## config.mk

```make
export PLATFORM = sky130hd
export DESIGN_NAME = resp_array_command_parser
export DESIGN_NICKNAME = d
export VERILOG_FILES = /design/src/hdl/rapc_pkg.sv /design/src/hdl/resp_array_command_parser.sv /design/src/hdl/rapc_digit.sv /design/src/hdl/rapc_fsm.sv /design/src/hdl/rapc_out_stage.sv
export SDC_FILE = /design/constraint.sdc
export NUM_CORES = 1
export LEC_CHECK = 0
export BUFFER_PORTS_ARGS = -buffer_cell sky130_fd_sc_hd__buf_2
export CAP_MARGIN = 40
export CORE_UTILIZATION = 45
export DETAILED_ROUTE_END_ITERATION = 7
export GPL_ROUTABILITY_DRIVEN = 0
export PLACE_DENSITY = 0.61
export SYNTH_ARGS = -nofsm -noshare
export SYNTH_HDL_FRONTEND = slang
export SYNTH_SLANG_ARGS = --single-unit
```

## constraint.sdc

```tcl
create_clock -name aclk -period 16.5 [get_ports aclk]
set_input_delay 2.475 -clock aclk [delete_from_list [all_inputs] [get_ports aclk]]
set_output_delay 2.475 -clock aclk [all_outputs]
set_load 0.005 [all_outputs]
```

## src/hdl/rapc_pkg.sv

```systemverilog
// Shared types and constants for the array-of-bulk-strings request parser.
// Used by every module of the parser; depends on nothing else.
`timescale 1ns / 1ps

package rapc_pkg;

    localparam int MAX_ARGS_DEF = 64;
    localparam int LEN_BITS_DEF = 32;

    localparam logic [1:0] KIND_DATA   = 2'd0;
    localparam logic [1:0] KIND_CLOSED = 2'd1;
    localparam logic [1:0] KIND_ERROR  = 2'd2;

    localparam logic [2:0] ERR_NONE      = 3'd0;
    localparam logic [2:0] ERR_NOT_STAR  = 3'd1;
    localparam logic [2:0] ERR_NOT_DOLLAR = 3'd2;
    localparam logic [2:0] ERR_BAD_DEC   = 3'd3;
    localparam logic [2:0] ERR_TOO_LARGE = 3'd4;
    localparam logic [2:0] ERR_ZERO_CNT  = 3'd5;
    localparam logic [2:0] ERR_NO_CRLF   = 3'd6;

    localparam logic [7:0] CHAR_STAR   = 8'h2A;
    localparam logic [7:0] CHAR_DOLLAR = 8'h24;
    localparam logic [7:0] CHAR_CR     = 8'h0D;
    localparam logic [7:0] CHAR_LF     = 8'h0A;
    localparam logic [7:0] CHAR_ZERO   = 8'h30;
    localparam logic [7:0] CHAR_NINE   = 8'h39;
    localparam logic [7:0] CHAR_UPPER_A = 8'h41;
    localparam logic [7:0] CHAR_UPPER_Z = 8'h5A;
    localparam logic [7:0] CASE_OFFSET = 8'h20;

    typedef struct packed {
        logic [1:0] kind;
        logic [7:0] data_byte;
        logic [5:0] arg_index;
        logic       arg_last;
        logic       command_done;
        logic [2:0] error_code;
    } rapc_result_t;

endpackage

```

## src/hdl/resp_array_command_parser.sv

```systemverilog
// Top level of the array-of-bulk-strings request parser: input register, parser, result register.
// Depends on rapc_pkg, rapc_fsm (with rapc_digit) and rapc_out_stage.
//
//   Channel  Direction  Handshake          Word contents
//   s_       in         s_valid/s_ready    s_in_byte: one request byte
//   m_       out        m_valid/m_ready    kind, data_byte, arg_index, arg_last,
//                                          command_done, error_code
//
// One byte is taken per cycle while the result register can load; each byte is held in the
// input register until the parser takes it, and its result, if any, is loaded into the result register as it is taken.
// The parser state updates once per byte taken, which sets the one-byte rate.
// Synchronous active-low reset clears all control state and returns the parser to idle.
// A stalled result stalls the input only while both the result and input registers are full.
`timescale 1ns / 1ps

module resp_array_command_parser import rapc_pkg::*; #(
    parameter int MAX_ARGS = MAX_ARGS_DEF,
    parameter int LEN_BITS = LEN_BITS_DEF
) (
    input  logic       aclk,
    input  logic       aresetn,
    input  logic       s_valid,
    output logic       s_ready,
    input  logic [7:0] s_in_byte,
    output logic       m_valid,
    input  logic       m_ready,
    output logic [1:0] m_kind,
    output logic [7:0] m_data_byte,
    output logic [5:0] m_arg_index,
    output logic       m_arg_last,
    output logic       m_command_done,
    output logic [2:0] m_error_code
);

    logic         in_valid_reg, in_valid_next;
    logic [7:0]   in_byte_reg;
    logic         can_load;
    logic         fire;
    logic         res_valid;
    rapc_result_t res;
    rapc_result_t m_data;

    assign fire    = in_valid_reg && can_load;
    assign s_ready = !in_valid_reg || fire;

    always_comb begin
        in_valid_next = in_valid_reg;
        if (s_valid && s_ready) begin
            in_valid_next = 1'b1;
        end else if (fire) begin
            in_valid_next = 1'b0;
        end
    end

    always_ff @(posedge aclk) begin
        if (!aresetn) begin
            in_valid_reg <= 1'b0;
        end else begin
            in_valid_reg <= in_valid_next;
        end
    end

    always_ff @(posedge aclk) begin
        if (s_valid && s_ready) begin
            in_byte_reg <= s_in_byte;
        end
    end

    rapc_fsm #(
        .MAX_ARGS (MAX_ARGS),
        .LEN_BITS (LEN_BITS)
    ) u_fsm (
        .aclk      (aclk),
        .aresetn   (aresetn),
        .fire      (fire),
        .in_byte   (in_byte_reg),
        .res_valid (res_valid),
        .res       (res)
    );

    rapc_out_stage u_out (
        .aclk      (aclk),
        .aresetn   (aresetn),
        .load      (fire && res_valid),
        .load_data (res),
        .m_ready   (m_ready),
        .can_load  (can_load),
        .m_valid   (m_valid),
        .m_data    (m_data)
    );

    assign m_kind         = m_data.kind;
    assign m_data_byte    = m_data.data_byte;
    assign m_arg_index    = m_data.arg_index;
    assign m_arg_last     = m_data.arg_last;
    assign m_command_done = m_data.command_done;
    assign m_error_code   = m_data.error_code;

    assert property (@(posedge aclk) disable iff (!aresetn)
        m_valid && (m_kind != KIND_DATA) |-> (m_data_byte == 8'd0) && !m_arg_last)
        else $error("Non-data word carries payload fields.");

    assert property (@(posedge aclk) disable iff (!aresetn)
        m_valid |-> ((m_kind == KIND_ERROR) == (m_error_code != ERR_NONE)))
        else $error("Error code does not match word kind.");

    assert property (@(posedge aclk) disable iff (!aresetn)
        m_valid && m_command_done |-> (m_kind == KIND_CLOSED))
        else $error("Command done set on a word that does not close an argument.");

    assert property (@(posedge aclk) disable iff (!aresetn)
        in_valid_reg && !can_load |=> in_valid_reg && $stable(in_byte_reg))
        else $error("Input register lost a byte while the parser was stalled.");

endmodule

```

## src/hdl/rapc_digit.sv

```systemverilog
// One decimal digit step: accumulator times ten plus the digit, with a limit check.
// Uses constants from rapc_pkg.
`timescale 1ns / 1ps

module rapc_digit import rapc_pkg::*; #(
    parameter int ACC_W = 32
) (
    input  logic [7:0]       in_byte,
    input  logic [ACC_W-1:0] acc,
    input  logic [ACC_W-1:0] limit,
    output logic             is_digit,
    output logic             over,
    output logic [ACC_W-1:0] acc_out
);

    logic [ACC_W+3:0] acc_wide;
    logic [ACC_W+3:0] prod;
    logic [7:0]       digit;

    assign is_digit = (in_byte >= CHAR_ZERO) && (in_byte <= CHAR_NINE);
    assign digit    = in_byte - CHAR_ZERO;
    assign acc_wide = {4'b0000, acc};
    assign prod     = (acc_wide << 3) + (acc_wide << 1) + {{(ACC_W - 4){1'b0}}, digit};
    assign over     = prod > {4'b0000, limit};
    assign acc_out  = prod[ACC_W-1:0];

endmodule

```

## src/hdl/rapc_fsm.sv

```systemverilog
// Parser state machine: phase, number accumulator, argument counters and result decode.
// Uses rapc_pkg and instantiates rapc_digit.
`timescale 1ns / 1ps

module rapc_fsm import rapc_pkg::*; #(
    parameter int MAX_ARGS = MAX_ARGS_DEF,
    parameter int LEN_BITS = LEN_BITS_DEF
) (
    input  logic         aclk,
    input  logic         aresetn,
    input  logic         fire,
    input  logic [7:0]   in_byte,
    output logic         res_valid,
    output rapc_result_t res
);

    localparam int CNT_W = $clog2(MAX_ARGS + 1);
    localparam int ARG_W = (MAX_ARGS > 1) ? $clog2(MAX_ARGS) : 1;
    localparam int ACC_W = (LEN_BITS > CNT_W) ? LEN_BITS : CNT_W;
    localparam logic [ACC_W-1:0] CNT_LIMIT = ACC_W'(MAX_ARGS);
    localparam logic [ACC_W-1:0] LEN_LIMIT = ACC_W'((64'd1 << LEN_BITS) - 64'd1);

    typedef enum logic [3:0] {
        PH_IDLE,
        PH_CNT_NUM,
        PH_CNT_LF,
        PH_BULK,
        PH_LEN_NUM,
        PH_LEN_LF,
        PH_PAYLOAD,
        PH_TR_CR,
        PH_TR_LF
    } phase_t;

    phase_t              phase_reg, phase_next;
    logic [ACC_W-1:0]    acc_reg, acc_next;
    logic                seen_reg, seen_next;
    logic [CNT_W-1:0]    total_reg, total_next;
    logic [ARG_W-1:0]    cur_reg, cur_next;
    logic [LEN_BITS-1:0] rem_reg, rem_next;

    logic             is_digit;
    logic             over;
    logic [ACC_W-1:0] dig_acc;
    logic [ACC_W-1:0] limit;
    logic             fail;
    logic [2:0]       fail_code;
    logic [ARG_W+5:0] arg_ext;
    logic [CNT_W:0]   arg_plus;
    logic             done;
    logic [LEN_BITS-1:0] rem_dec;
    logic [7:0]       lower_byte;

    assign limit    = (phase_reg == PH_CNT_NUM) ? CNT_LIMIT : LEN_LIMIT;
    assign arg_ext  = {6'b000000, cur_reg};
    assign arg_plus = (CNT_W + 1)'(cur_reg) + 1'b1;
    assign done     = arg_plus >= {1'b0, total_reg};
    assign rem_dec  = rem_reg - 1'b1;
    assign lower_byte = ((cur_reg == '0) && (in_byte >= CHAR_UPPER_A) &&
                         (in_byte <= CHAR_UPPER_Z)) ? (in_byte + CASE_OFFSET) : in_byte;

    rapc_digit #(
        .ACC_W (ACC_W)
    ) u_digit (
        .in_byte  (in_byte),
        .acc      (acc_reg),
        .limit    (limit),
        .is_digit (is_digit),
        .over     (over),
        .acc_out  (dig_acc)
    );

    always_comb begin
        phase_next = phase_reg;
        acc_next   = acc_reg;
        seen_next  = seen_reg;
        total_next = total_reg;
        cur_next   = cur_reg;
        rem_next   = rem_reg;
        fail       = 1'b0;
        fail_code  = ERR_NONE;
        res_valid  = 1'b0;
        res              = '0;
        res.arg_index    = arg_ext[5:0];
        case (phase_reg)
            PH_CNT_NUM, PH_LEN_NUM: begin
                if (is_digit) begin
                    acc_next  = dig_acc;
                    seen_next = 1'b1;
                    if (over) begin
                        fail      = 1'b1;
                        fail_code = ERR_TOO_LARGE;
                    end
                end else if ((in_byte == CHAR_CR) && seen_reg) begin
                    if (phase_reg == PH_LEN_NUM) begin
                        phase_next = PH_LEN_LF;
                    end else if (acc_reg == '0) begin
                        fail      = 1'b1;
                        fail_code = ERR_ZERO_CNT;
                    end else begin
                        total_next = acc_reg[CNT_W-1:0];
                        phase_next = PH_CNT_LF;
                    end
                end else begin
                    fail      = 1'b1;
                    fail_code = ERR_BAD_DEC;
                end
            end
            PH_CNT_LF: begin
                if (in_byte != CHAR_LF) begin
                    fail      = 1'b1;
                    fail_code = ERR_NO_CRLF;
                end else begin
                    cur_next   = '0;
                    phase_next = PH_BULK;
                end
            end
            PH_LEN_LF: begin
                if (in_byte != CHAR_LF) begin
                    fail      = 1'b1;
                    fail_code = ERR_NO_CRLF;
                end else begin
                    rem_next   = acc_reg[LEN_BITS-1:0];
                    phase_next = (acc_reg == '0) ? PH_TR_CR : PH_PAYLOAD;
                end
            end
            PH_BULK: begin
                if (in_byte != CHAR_DOLLAR) begin
                    fail      = 1'b1;
                    fail_code = ERR_NOT_DOLLAR;
                end else begin
                    acc_next   = '0;
                    seen_next  = 1'b0;
                    phase_next = PH_LEN_NUM;
                end
            end
            PH_PAYLOAD: begin
                rem_next      = rem_dec;
                res_valid     = 1'b1;
                res.kind      = KIND_DATA;
                res.data_byte = lower_byte;
                res.arg_last  = (rem_dec == '0);
                if (rem_dec == '0) begin
                    phase_next = PH_TR_CR;
                end
            end
            PH_TR_CR: begin
                if (in_byte != CHAR_CR) begin
                    fail      = 1'b1;
                    fail_code = ERR_NO_CRLF;
                end else begin
                    phase_next = PH_TR_LF;
                end
            end
            PH_TR_LF: begin
                if (in_byte != CHAR_LF) begin
                    fail      = 1'b1;
                    fail_code = ERR_NO_CRLF;
                end else begin
                    res_valid        = 1'b1;
                    res.kind         = KIND_CLOSED;
                    res.command_done = done;
                    if (done) begin
                        phase_next = PH_IDLE;
                        acc_next   = '0;
                        seen_next  = 1'b0;
                        total_next = '0;
                        cur_next   = '0;
                        rem_next   = '0;
                    end else begin
                        cur_next   = cur_reg + 1'b1;
                        phase_next = PH_BULK;
                    end
                end
            end
            default: begin
                acc_next   = '0;
                seen_next  = 1'b0;
                total_next = '0;
                cur_next   = '0;
                rem_next   = '0;
                if (in_byte != CHAR_STAR) begin
                    fail      = 1'b1;
                    fail_code = ERR_NOT_STAR;
                end else begin
                    phase_next = PH_CNT_NUM;
                end
            end
        endcase
        if (fail) begin
            phase_next       = PH_IDLE;
            acc_next         = '0;
            seen_next        = 1'b0;
            total_next       = '0;
            cur_next         = '0;
            rem_next         = '0;
            res_valid        = 1'b1;
            res.kind         = KIND_ERROR;
            res.data_byte    = '0;
            res.arg_last     = 1'b0;
            res.command_done = 1'b0;
            res.error_code   = fail_code;
        end
    end

    always_ff @(posedge aclk) begin
        if (!aresetn) begin
            phase_reg <= PH_IDLE;
            acc_reg   <= '0;
            seen_reg  <= 1'b0;
            total_reg <= '0;
            cur_reg   <= '0;
            rem_reg   <= '0;
        end else if (fire) begin
            phase_reg <= phase_next;
            acc_reg   <= acc_next;
            seen_reg  <= seen_next;
            total_reg <= total_next;
            cur_reg   <= cur_next;
            rem_reg   <= rem_next;
        end
    end

endmodule

```

## src/hdl/rapc_out_stage.sv

```systemverilog
// Result register with valid and ready toward the result channel.
// Uses rapc_result_t from rapc_pkg.
`timescale 1ns / 1ps

module rapc_out_stage import rapc_pkg::*; (
    input  logic         aclk,
    input  logic         aresetn,
    input  logic         load,
    input  rapc_result_t load_data,
    input  logic         m_ready,
    output logic         can_load,
    output logic         m_valid,
    output rapc_result_t m_data
);

    logic         valid_reg, valid_next;
    rapc_result_t data_reg;

    assign can_load = !valid_reg || m_ready;
    assign m_valid  = valid_reg;
    assign m_data   = data_reg;

    always_comb begin
        valid_next = valid_reg;
        if (load) begin
            valid_next = 1'b1;
        end else if (m_ready) begin
            valid_next = 1'b0;
        end
    end

    always_ff @(posedge aclk) begin
        if (!aresetn) begin
            valid_reg <= 1'b0;
        end else begin
            valid_reg <= valid_next;
        end
    end

    always_ff @(posedge aclk) begin
        if (load) begin
            data_reg <= load_data;
        end
    end

endmodule

```

==> flow_summary.toml, run 1 <==
[route]
drt_iter0_drc = 717
route.detailed.wl_per_inst_um = 18.7
postRouteAntennaNets = 0
vias = 8131
firstDrtPassIters = 5
avgViaCountPerCell = 6.10
drc = 0
totalWireLength_um = 24900

[setup_path]
critPathKind = "reg -> reg"
critical_path.max_stage_delay_ns = 0.53
crit_slowest_cell = "edfxtp_1"
cp_data_required_time_ns = 16.87
cp-end-kind = "flip-flop"
critical_path.max_fanout = 33
critPathLaunchType = "flip-flop"
arrival_ns = 7.14

[clocking]
cts_resized = 0
ctsHtreeMaxLevel = 4
cts_setup_buffers = 0
hold_buffers = 0
cts_root_buf = "clkbuf_16"
clkTransAtPathRegs_ns = 0.06
clock_latency_ns = 0.43
cts_tree = "built"
cts.sinks = 113
clockBufferDepth = 2
cts_buffers = 17

[place]
post-place-ws_ns = 9.76
placed_cells = 1302
place_hpwl_um = 18700
io_buffers = 34

[layout]
fin_cells = 1334
layout.nets = 1181
num-fill-cells = 1896
area_growth_pct = 10.5
multi_input_area_um2 = 6050
seq_area_um2 = 2550
drive_gt1_share_pct = 10.5
n_antenna_cell = 0

[run_status]
status = "finished, final reports clean"

[power]
clkPwrFrac_pct = 49.3
finalPower_uw = 727
p_leak_uw = 0.00428
netSwitchingFraction_pct = 26.0
internal_power_uw = 538
p_per_area_nw_per_um2 = 72.9
vdd_ir_drop_max_uv = 44.1
pwr-share-comb_pct = 9.6
switchingPower_uw = 189
p_seq_share_pct = 41.0

[global_routing]
overflow = 0
antenna_found_initial = 0
grt_max_degree = 57
grt_pass1_wl_um = 40500
first_global_vias = 7569
gr-usage-all-layers_pct = 25.5

[yosys]
yosysWarnings = 0
yosys-top-cells-area = "dfxtp_1 (19%), ha_1 (15%), edfxtp_1 (9.6%)"
seq_area_frac_synth_pct = 28.3
synth_top_cell_by_area = "dfxtp_1"
synth_cell_type_count = 85
synth_enable_flop_cells = 29
async_flop_share_pct = 0
synth_ff_type = "dfxtp_1"
netlist_instances = 1045
syn_area_um2 = 9020
ys_seq_elements = 113
synth.most_common_cell = "ha_1"
synth_common_cells = "ha_1 (107), nor2_1 (88), dfxtp_1 (84), nand2_1 (72), a21oi_1 (63)"
avgSynthCellArea_um2 = 8.64
synth_top_area_share_pct = 18.6
synth_nets = 1170

[timing]
rsz0062_at_grt = "false"
slew_viol_final = 0
tightest_slew_ns = 0.728
final-hold-violation-count = 0
period_needed_ns = 6.77
slew_headroom_pct = 51.1
setup_viol = 0
setup_tns_ns = 0
worst_clock_skew_ns = 0.00898
post-route-period-util_pct = 41.0
whs_ns = 0.466
fmax_ghz = 0.148
fin_ws_ns = 9.73

[floorplanning]
initial_utilization_pct = 46.1
fp-row-count = 51
die_w_um = 144
dieArea_um2 = 20600
die_h_um = 144
core_um2 = 19600
io_pins = 35

[hold_path]
hold_path_class = "reg -> reg"

[flow_run]
max-cap-violations = 0
worst max-delay path: cells and delay by family, from the launching register on:
family                     cells  cell delay [ns]
AOI/OAI and AO/OA             12             2.54
xor gates and xnor gates       2             0.25
adders and majority gates      4             1.19
buffers and inverters          4             0.62
DFF                            1             0.53
and+or+nand+nor                7             1.54
layout make-up:
| cell class | count | area share [%] |
|---|---|---|
| multi-input combinational | 829 | 60.7 |
| sequential | 113 | 25.6 |
| clock buffer | 19 | 4.34 |
| tap | 265 | 3.33 |
| timing repair buffer | 45 | 2.74 |
| inverter | 50 | 1.91 |
| clock inverter | 13 | 1.39 |
worst paths after layout:
kind	slack [ns]	endpoint	startpoint	cells past startpoint
hold reg to reg	0.47	u_fsm.seen_reg$_SDFFE_PN0P_	u_fsm.seen_reg$_SDFFE_PN0P_	1
setup / recovery	9.73	u_fsm.acc_reg[1]$_SDFFE_PN0P_	in_byte_reg[6]$_DFFE_PP_	29
setup reg to reg	9.73	u_fsm.acc_reg[1]$_SDFFE_PN0P_	in_byte_reg[6]$_DFFE_PP_	29
hold / removal	0.47	u_fsm.seen_reg$_SDFFE_PN0P_	u_fsm.seen_reg$_SDFFE_PN0P_	1
layout by cell type (no fill, tap or decap), drive strengths merged, types with 5 or more instances in the layout:
cell type,n
nor3b,8
xnor2,28
a22oi,22
a211oi,31
inv,51
a21oi,65
a31o,6
nand4,17
o2111ai,8
nor2,89
nor2b,10
xor2,29
nand2,72
a21o,22
nand2b,12
a31oi,11
nor4,20
or4,5
o21a,8
o21bai,9
clkinv,8
nor3,29
o31ai,6
o21ai,46
dfxtp,84
fa,6
a22o,38
o211ai,9
a32o,8
clkbuf,19
edfxtp,29
nor4b,8
ha,107
or2,8
and2,9
buf,45
nand3,25
logic make-up (layout without fill, tap and decap cells):
group,Yosys count,count (layout),synth area share [%]
compound gates,324,324,25.5
xor+xnor,57,57,5.53
fa+ha+maj,113,113,16.2
buf+inv,103,127,4.99
flops,113,113,28.3
mux,4,4,0.458
simple gates,331,331,19.0
power by group through the flow:
stage	sequential, µW	combinational (µW)	clock [µW]
after detailed placement	304	68.8	0
after global placement	304	68.7	0
final	298	70.0	359
after CTS	298	69.6	363
after global routing	299	78.6	378
after floorplan	301	52.4	0
routing by layer:
layer / global-route usage, % / wire length (µm)
met3: 4.50 / 1250
met4: 7.89 / 403
met1: 35.6 / 12200
met5: 0 / 0
met2: 39.8 / 11100
through the flow:
step / cell area [µm²] / util [%]
after floorplan: 9020 / -
final: 9970 / 50.9
after global placement: 9350 / 47.7
after detailed placement: 9400 / 48.0
after CTS: 9970 / 50.9
after global routing: 9970 / 50.9
(Power assumes the default switching activity.)
==> run 2: changes to the inputs <==
Clock period 16.5 ns to 6.3 ns, I/O delays scaled along.
==> run 2 against run 1 <==
  * Design area is 5.2% higher
  * Sequential share of layout area is 1.3 points lower
  * Global-route usage is 0.43 points higher
  * Clock skew is 0.00072 ns higher
  * Critical path type unchanged
  * Highest routed layer unchanged
  * Via count is 2.4% higher
  * Routed wire length is 4.9% higher
  * Hold slack worse by 0.0044 ns
  * Die area stayed put
  * Cell count is 3.0% higher
  * Worst setup slack worse by 9.6 ns
  * Combinational power grew to 2.9 times the previous value
  * Sequential power grew to 2.6 times the previous value
==> flow_summary.toml, run 2 (synthesized netlist as in run 1, its figures left out) <==
[run_status]
status = "finished, final reports clean"

[power]
p_per_area_nw_per_um2 = 183
vdd_ir_drop_max_uv = 141
p_leak_uw = 0.00451

[timing]
slew_viol_final = 0
worst_clock_skew_ns = 0.00970
tightest_slew_ns = 0.963
period_needed_ns = 6.16
setup_viol = 0
final-hold-violation-count = 0
fmax_ghz = 0.162
whs_ns = 0.461
setup_tns_ns = 0
post-route-period-util_pct = 97.8
slew_headroom_pct = 35.3

[floorplanning]
core_um2 = 19600
initial_utilization_pct = 46.1
die_w_um = 144
fp-row-count = 51
dieArea_um2 = 20600
die_h_um = 144
io_pins = 35

[hold_path]
min_from = "u_fsm.seen_reg$_SDFFE_PN0P_"
hold_path_class = "reg -> reg"

[layout]
drive_gt1_share_pct = 15.5
area_growth_pct = 16.3
final_common_cell = "ha_1"
final_cell_mix = "ha_1 (102), nor2_1 (87), dfxtp_1 (84)"
finalCoreUtilization_pct = 53.6
num-fill-cells = 1850
layout.nets = 1221
n_antenna_cell = 0

[clocking]
cts_tree = "built"
clockBufferDepth = 2
hold_buffers = 0
clkTransAtPathRegs_ns = 0.06
cts_buffers = 17
ctsHtreeMaxLevel = 4
cts.sinks = 113
cts_root_buf = "clkbuf_16"
clock_latency_ns = 0.43

[place]
place_hpwl_um = 19200
io_buffers = 34

[route]
postRouteAntennaNets = 0
drc = 0
firstDrtPassIters = 5
avgViaCountPerCell = 6.06
route.detailed.wl_per_inst_um = 19.0
vias = 8326
drt_iter0_drc = 553
totalWireLength_um = 26100

[setup_path]
critical_path.max_stage_delay_ns = 0.49
cp_data_required_time_ns = 6.67
arrival_ns = 6.53
worstSetupStartpoint = "in_byte_reg[5]$_DFFE_PP_"
r2r-start = "in_byte_reg[5]$_DFFE_PP_"
critPathKind = "reg -> reg"
crit_slowest_cell = "fa_1"
critical_path.max_fanout = 9
critPathLaunchType = "flip-flop"
cp-end-kind = "flip-flop"

[global_routing]
first_global_vias = 7695
antenna_found_initial = 0
grt_pass1_wl_um = 41000
overflow = 0
grt_max_degree = 35
gr-usage-all-layers_pct = 26.0

[flow_run]
max-cap-violations = 0
-- run 2: critical path, delay by kind of cell, from the launching register on --
kind	cells	cell delay [ns]
AO/OA/AOI/OAI	15	2.82
XOR/XNOR	2	0.40
adder cells (fa/ha/maj)	4	1.23
buffers and inverters	5	0.63
flip-flops	1	0.42
AND/OR/NAND/NOR	3	0.59
-- run 2: final cells by class --
cell class                      count  area, µm²  area share [%]
Clock inverter                     14        130            1.24
Multi-Input combinational cell    829       6180            58.9
Sequential cell                   113       2550            24.3
Tap cell                          265        332            3.16
Timing Repair Buffer               85        672            6.40
Clock buffer                       18        439            4.19
Inverter                           50        190            1.81
-- run 2: final timing paths --
kind | slack [ns] | cells after the start | end
max | 0.14 | 29 | u_fsm.acc_reg[22]$_SDFFE_PN0P_
min | 0.46 | 1 | u_fsm.seen_reg$_SDFFE_PN0P_
max reg2reg | 0.14 | 29 | u_fsm.acc_reg[22]$_SDFFE_PN0P_
min reg2reg | 0.46 | 1 | u_fsm.seen_reg$_SDFFE_PN0P_
-- run 2: repair_timing --
action | 4_1_cts | 5_1_grt
setup endpoints to repair | 0 | 99
resized for setup | 0 | 27
buffers inserted | 0 | 10
-- run 2: layer usage --
layer	vias to the layer above	part of all wire (%)	GRT usage [%]
li1	4052	-	-
met1	3995	48	35.3
met2	233	45	40.5
met3	46	5.2	5.50
met4	0	2.2	8.73
met5	-	0	0
-- run 2: stage by stage --
stage / total power [µW] / worst slack [ns] / cells / area (µm²)
floorplan: 926 / 0.0508 / 1045 / 9020
global placement: 987 / 0.122 / 1326 / 9610
detailed placement: 989 / 0.0474 / 1329 / 9650
CTS: 1920 / 0.000647 / 1361 / 10200
global route: 1990 / -0.166 / 1374 / 10500
finish: 1920 / 0.140 / 1374 / 10500
-- run 2: where the power goes --
group	switching [µW]	leakage, µW	total [µW]	internal, µW
combinational	126	0.00329	206	79.5
clock	383	0.000276	940	557
sequential	16.2	0.000948	777	760
==> run 3: changes to the inputs <==
Settings changed: CORE_ASPECT_RATIO set to 1.25.
==> run 3 against run 2 <==
  * Register-to-register slack improved by 0.15 ns
  * Sequential cell count unchanged
  * Largest cell class unchanged
  * Sequential share of layout area increased by 0.23 points
  * Highest routed layer unchanged
==> flow_summary.toml, run 3 (synthesized netlist as in run 1, its figures left out) <==
[run_status]
status = "finished, final reports clean"

[global_routing]
antenna_found_initial = 0
grt_pass1_wl_um = 40400
gr-usage-all-layers_pct = 25.3
use_met3_pct = 5.20
first_global_vias = 7661
grt_max_degree = 34
overflow = 0
met1_usage_pct = 31.9
met2_usage_pct = 41.9
grt.busiest_layer = "met2"

[place]
placed_cells = 1323
place_hpwl_um = 19200
io_buffers = 34
place_area_um2 = 9610
post-place-ws_ns = -0.107

[timing]
worst_clock_skew_ns = 0.0105
slew_viol_final = 0
post-route-period-util_pct = 95.3
fin_ws_ns = 0.294
final-hold-violation-count = 0
tightest_slew_ns = 0.914
fmax_ghz = 0.167
period_needed_ns = 6.01
setup_tns_ns = 0
slew_headroom_pct = 38.6
setup_viol = 0

[clocking]
clockBufferDepth = 2
cts_tree = "built"
cts_root_buf = "clkbuf_16"
ctsHtreeMaxLevel = 4
hold_buffers = 0
clkTransAtPathRegs_ns = 0.05
cts_buffers = 17
cts.sinks = 113
clock_latency_ns = 0.42

[hold_path]
min_from = "u_fsm.seen_reg$_SDFFE_PN0P_"
hold_path_class = "reg -> reg"

[setup_path]
critical_path.max_fanout = 16
critPathKind = "reg -> reg"
crit_top_cell = "ha_1"
critPathLaunchType = "flip-flop"
worstSetupStartpoint = "in_byte_reg[5]$_DFFE_PP_"
cp_data_required_time_ns = 6.66
critical_path.max_stage_delay_ns = 0.42
crit_buf_inv = 4
r2r-start = "in_byte_reg[5]$_DFFE_PP_"
arrival_ns = 6.37
path_delay_family = "compound AO/OA/AOI/OAI gates"
cp-end-kind = "flip-flop"
crit_slowest_cell = "edfxtp_1"

[route]
route.detailed.wl_per_inst_um = 18.8
drc = 0
avgViaCountPerCell = 6.01
totalWireLength_um = 25800
vias = 8228
firstDrtPassIters = 5
drt_iter0_drc = 587
postRouteAntennaNets = 0

[floorplanning]
die_w_um = 129
dieArea_um2 = 20600
initial_utilization_pct = 46.2
fp-row-count = 57
die_h_um = 160
core_um2 = 19500
io_pins = 35

[layout]
fin_cells = 1369
area_growth_pct = 15.2
drive_gt1_share_pct = 14.8
final_common_cell = "ha_1"
final_cell_mix = "ha_1 (104), nor2_1 (87), dfxtp_1 (84)"
stdcell_area_um2 = 10400
n_antenna_cell = 0
layout.nets = 1216

[power]
p_per_area_nw_per_um2 = 181
p_leak_uw = 0.00448
vdd_ir_drop_max_uv = 171
finalPower_uw = 1890

[flow_run]
max-cap-violations = 0
## run 3: worst paths after layout
check	to	slack, ns	cells after the start
setup / recovery	u_fsm.acc_reg[27]$_SDFFE_PN0P_	0.29	29
hold / removal	u_fsm.seen_reg$_SDFFE_PN0P_	0.46	1
setup reg to reg	u_fsm.acc_reg[27]$_SDFFE_PN0P_	0.29	29
hold reg to reg	u_fsm.seen_reg$_SDFFE_PN0P_	0.46	1
## run 3: report_power, final
| part | internal (µW) | leakage [µW] | switching, µW |
|---|---|---|---|
| Clock | 552 | 0.000260 | 357 |
| Sequential | 761 | 0.000948 | 16.2 |
| Combinational | 76.4 | 0.00327 | 124 |
## run 3: stage by stage
stage	hold WS [ns]	utilization, %
3_5_place_dp	0.448	49.2
6_report	0.460	53.2
4_1_cts	0.462	52.2
2_1_floorplan	0.406	-
3_3_place_gp	0.441	49.0
5_1_grt	0.484	53.2
## run 3: routing by layer
layer | part of all wire [%] | up-vias
met1 | 45 | 3910
li1 | - | 4043
met2 | 48 | 223
met3 | 4.2 | 52
met4 | 3.0 | 0
met5 | 0 | -
## run 3: area by class of cell
class | instances | area (µm²)
Inverter | 50 | 190
Timing Repair Buffer | 80 | 614
Fill cell | 1887 | 9140
Clock inverter | 12 | 113
Multi-Input combinational cell | 829 | 6150
Sequential cell | 113 | 2550
Clock buffer | 20 | 447
Tap cell | 265 | 332
## run 3: what timing repair did
action,in CTS,in global routing
resized for setup,0,24
pin swaps,1,17
gates cloned,0,1
endpoints found under the setup margin,34,101
hold endpoints to repair,0,0
setup buffers,3,10
